[src/rtl/core/zps_pkg.sv]
package zps_pkg;

  localparam int unsigned Threads    = 8;
  localparam int unsigned StackDepth = 64;
  localparam int unsigned Callsites  = 256;

  localparam int unsigned ThW   = 3;
  localparam int unsigned SiteW = 8;
  localparam int unsigned TsW   = 63;
  localparam int unsigned LvlW  = $clog2(StackDepth + 1);
  localparam int unsigned TopW  = $clog2(StackDepth);
  localparam int unsigned CsW   = $clog2(Callsites);
  localparam int unsigned StkAw = $clog2(Threads * StackDepth);
  localparam int unsigned ExcW  = 16;
  localparam int unsigned CntW  = 32;
  localparam int unsigned TotW  = 64;

  localparam int unsigned InW  = 1 + ThW + SiteW + TsW;
  localparam int unsigned InTdW = ((InW + 7) / 8) * 8;
  localparam int unsigned OutW = 3 + 8 + 6 + 63 * 3 + 64 * 2 + 63 * 2 + 32;
  localparam int unsigned OutTdW = ((OutW + 7) / 8) * 8;

  typedef enum logic [2:0] {
    ST_CLEAR,
    ST_IDLE,
    ST_READ,
    ST_STAT,
    ST_CALC,
    ST_OUT
  } state_e;

  typedef struct packed {
    logic clr_step;
    logic load_in;
    logic do_event;
    logic do_stat;
    logic do_update;
    logic emit;
  } cmd_t;

  typedef struct packed {
    logic clr_done;
    logic pop_valid;
  } sts_t;

endpackage

[src/rtl/core/zps_ctrl.sv]
module zps_ctrl
  import zps_pkg::*;
(
  input  logic clk_i,
  input  logic rst_ni,
  input  logic in_valid_i,
  output logic in_ready_o,
  output logic out_valid_o,
  input  logic out_ready_i,
  input  sts_t sts_i,
  output cmd_t cmd_o
);

  state_e state_q, state_d;

  always_ff @(posedge clk_i or negedge rst_ni) begin
    if (!rst_ni) begin
      state_q <= ST_CLEAR;
    end else begin
      state_q <= state_d;
    end
  end

  always_comb begin
    state_d     = state_q;
    cmd_o       = '0;
    in_ready_o  = 1'b0;
    out_valid_o = 1'b0;
    case (state_q)
      ST_CLEAR: begin
        cmd_o.clr_step = 1'b1;
        if (sts_i.clr_done) state_d = ST_IDLE;
      end
      ST_IDLE: begin
        in_ready_o = 1'b1;
        if (in_valid_i) begin
          cmd_o.load_in = 1'b1;
          state_d = ST_READ;
        end
      end
      ST_READ: begin
        cmd_o.do_event = 1'b1;
        state_d = sts_i.pop_valid ? ST_STAT : ST_IDLE;
      end
      ST_STAT: begin
        cmd_o.do_stat = 1'b1;
        state_d = ST_CALC;
      end
      ST_CALC: begin
        cmd_o.do_update = 1'b1;
        state_d = ST_OUT;
      end
      ST_OUT: begin
        out_valid_o = 1'b1;
        if (out_ready_i) begin
          in_ready_o = 1'b1;
          if (in_valid_i) begin
            cmd_o.load_in = 1'b1;
            state_d = ST_READ;
          end else begin
            state_d = ST_IDLE;
          end
        end
      end
      default: state_d = ST_IDLE;
    endcase
  end

endmodule

[config.mk]
export PLATFORM = sky130hd
export DESIGN_NAME = zps_ctrl
export DESIGN_NICKNAME = d
export VERILOG_FILES = /design/src/rtl/core/zps_pkg.sv /design/src/rtl/core/zps_ctrl.sv
export SDC_FILE = /design/constraint.sdc
export NUM_CORES = 1
export LEC_CHECK = 0
export ABC_AREA = 1
export BUFFER_PORTS_ARGS = -buffer_cell sky130_fd_sc_hd__buf_2
export CAP_MARGIN = 20
export CORE_AREA = 5 5 42 44
export DETAILED_ROUTE_END_ITERATION = 10
export DIE_AREA = 0 0 47 49
export GPL_ROUTABILITY_DRIVEN = 0
export GPL_TIMING_DRIVEN = 0
export PLACE_DENSITY = 0.46
export SKIP_CTS_REPAIR_TIMING = 1
export SYNTH_ARGS = -nofsm -noshare
export SYNTH_HDL_FRONTEND = slang
export SYNTH_SLANG_ARGS = --single-unit
[constraint.sdc]
create_clock -name clk_i -period 1.8 [get_ports clk_i]
set_input_delay 0.09 -clock clk_i [delete_from_list [all_inputs] [get_ports clk_i]]
set_output_delay 0.09 -clock clk_i [all_outputs]
set_load 0.005 [all_outputs]
==> metrics.yaml <==
synthesis.nets: 45
clkSinkCount: 3
clkSlewWorstSetupHoldPaths_ns: 0.04
grt_pass1_wl_um: 993
avgRoutedWirePerCell_um: 9.18
clk-insertion-delay-late_ns: 0.23
p_leak_nw: 0.232
top_regs: "state_q: 3 flops"
clockBufferDepth: 2
vias_per_cell: 3.94
dr_total_vias: 284
ioPinCount: 14
instances_no_fill: 72
cp-start-kind: "flop"
timing.final.crit_share_pct: 71.0
status: "finished clean"
setup_violations: 0
firstDrtPassIters: 2
grt_max_degree: 9
synth.cell_area_um2: 265
largest_register_ffs: 3
crit_required_ns: 1.71
min-delay-path-class: "in -> reg"
crit_type: "reg -> out"
drc_errors: 0
yosysWarnings: 0
drive_gt1_share_pct: 42.9
drtAntennaViolNets: 0
grt_setup_unrepaired: "no"
io_buffers: 12
finalSetupTns_ns: 0
dieArea_mm2: 0.00230
hold_viol_final: 0
syn2layout_area_growth_pct: 43.9
rows: 14
period_minus_slack_ns: 1.28
post-dp-hpwl_um: 537
synthCells: 39
cellPowerDensity_mw_per_mm2: 1540
drt_wl_total_um: 661
crit_fanout: 5
post-place-cells: 67
core_area_mm2: 0.00140
cts_tree: "done"
regMostFlops: "state_q"
globalRouteOverflowTotal: 0
finish.utilization_pct: 27.2
max_freq_mhz: 783
drv_slew: 0
yosys.cell_types.count: 17
final_nets: 63
grt_usage_pct: 6.13
initial_utilization_pct: 18.9
numCtsBuffers: 3
critPathCaptureType: "primary output"
syn_avg_cell_area_um2: 6.80
peakVddDrop_uv: 539
ys_seq_elements: 3
die_w_um: 47
grt_pass1_vias: 269
yosysSeqAreaShare_pct: 28.3
htreeDepth: 1
dieHeight_um: 49
drv_cap: 0
critical_path_arrival_ns: 1.19
dr.first_iter.drc_count: 4
antenna_found_initial: 0
fin_worst_skew_ns: 0.00273
cts-root-buf: "clkbuf_4"
insertedDiodeCount: 0
==> Yosys cell counts, drive strengths merged <==
| cell type | n | area (um2) |
|---|---|---|
| inv | 8 | 30.0 |
| nand2 | 6 | 22.5 |
| nand3 | 4 | 25.0 |
| nor2 | 4 | 17.5 |
| a21oi | 3 | 15.0 |
| buf | 3 | 26.3 |
| dfrtp | 3 | 75.1 |
| nand3b | 2 | 15.0 |
| nand4 | 2 | 12.5 |
| nor3 | 2 | 15.0 |
| a211oi | 1 | 7.51 |
| conb | 1 | 3.75 |
==> final cells by class <==
class,count,area [um2]
fill,173,1020
multi-input combinational,25,134
sequential,3,75.1
timing repair buffer,13,70.1
inverter,8,30.0
clock buffer,4,26.3
buffer,3,26.3
tap,16,20.0
==> power by group <==
group | internal [mW] | leakage, nW | switching [mW]
logic | 0.155 | 0.179 | 0.199
clock network | 0.0830 | 0.0150 | 0.0341
registers | 0.0969 | 0.0380 | 0.0195
==> through the flow <==
step                      worst slack, ns  cell area (um2)  hold WS [ns]  total power, mW
after detailed placement            0.769              345        -0.112            0.475
after floorplan                     0.854              265        -0.206            0.373
final                               0.523              382         0.109            0.588
after CTS                           0.510              372        -0.361            0.599
after global placement              0.767              345        -0.112            0.476
after global routing                0.395              382         0.120            0.658
==> path summary, 6_finish.rpt <==
path / start / end / slack [ns] / cells after the start
max: state_q[1]$_DFFE_PN0P_ / cmd_o[4] / 0.52 / 4
min: sts_i[0] / state_q[1]$_DFFE_PN0P_ / 0.11 / 3
min reg2reg: state_q[0]$_DFFE_PN0P_ / state_q[0]$_DFFE_PN0P_ / 0.61 / 3
min in group asynchronous: rst_ni / state_q[1]$_DFFE_PN0P_ / 0.19 / 2
max in group asynchronous: rst_ni / state_q[2]$_DFFE_PN0P_ / 1.50 / 2
max reg2reg: state_q[1]$_DFFE_PN0P_ / state_q[0]$_DFFE_PN0P_ / 0.77 / 4
==> per-layer routing <==
| layer | GRT usage [%] | vias up | routed length [um] |
|---|---|---|---|
| met4 | 4.15 | 0 | 0 |
| li1 | - | 155 | - |
| met5 | 0 | - | 0 |
| met2 | 8.60 | 9 | 295 |
| met3 | 2.21 | 0 | 52 |
| met1 | 7.47 | 120 | 313 |
==> logic make-up after synthesis <==
logic type	after synthesis	share of synthesized area, %
and+or+nand+nor	20	40.6
buffers and inverters	11	21.2
AOI/OAI and AO/OA	4	8.49
DFF	3	28.3
other	1	1.41
==> critical path, cell delays in order (launching register included) <==
cell and delay [ns]:
dfrtp_1 0.43, inv_2 0.11, nand2_1 0.10, a211oi_1 0.18, buf_2 0.15
==> cells in the final DEF, fill, tap and decap left out, drive strengths merged <==
cell	Yosys	final
nor3	2	2
a211oi	1	1
dfrtp	3	3
nand2	6	6
nand3b	2	2
inv	8	8
a21oi	3	3
nand4	2	2
nor2	4	4
buf	3	15
dlygate4sd3	0	1
clkbuf	0	4
nand3	4	4
conb	1	1
(Power assumes the default switching activity.)
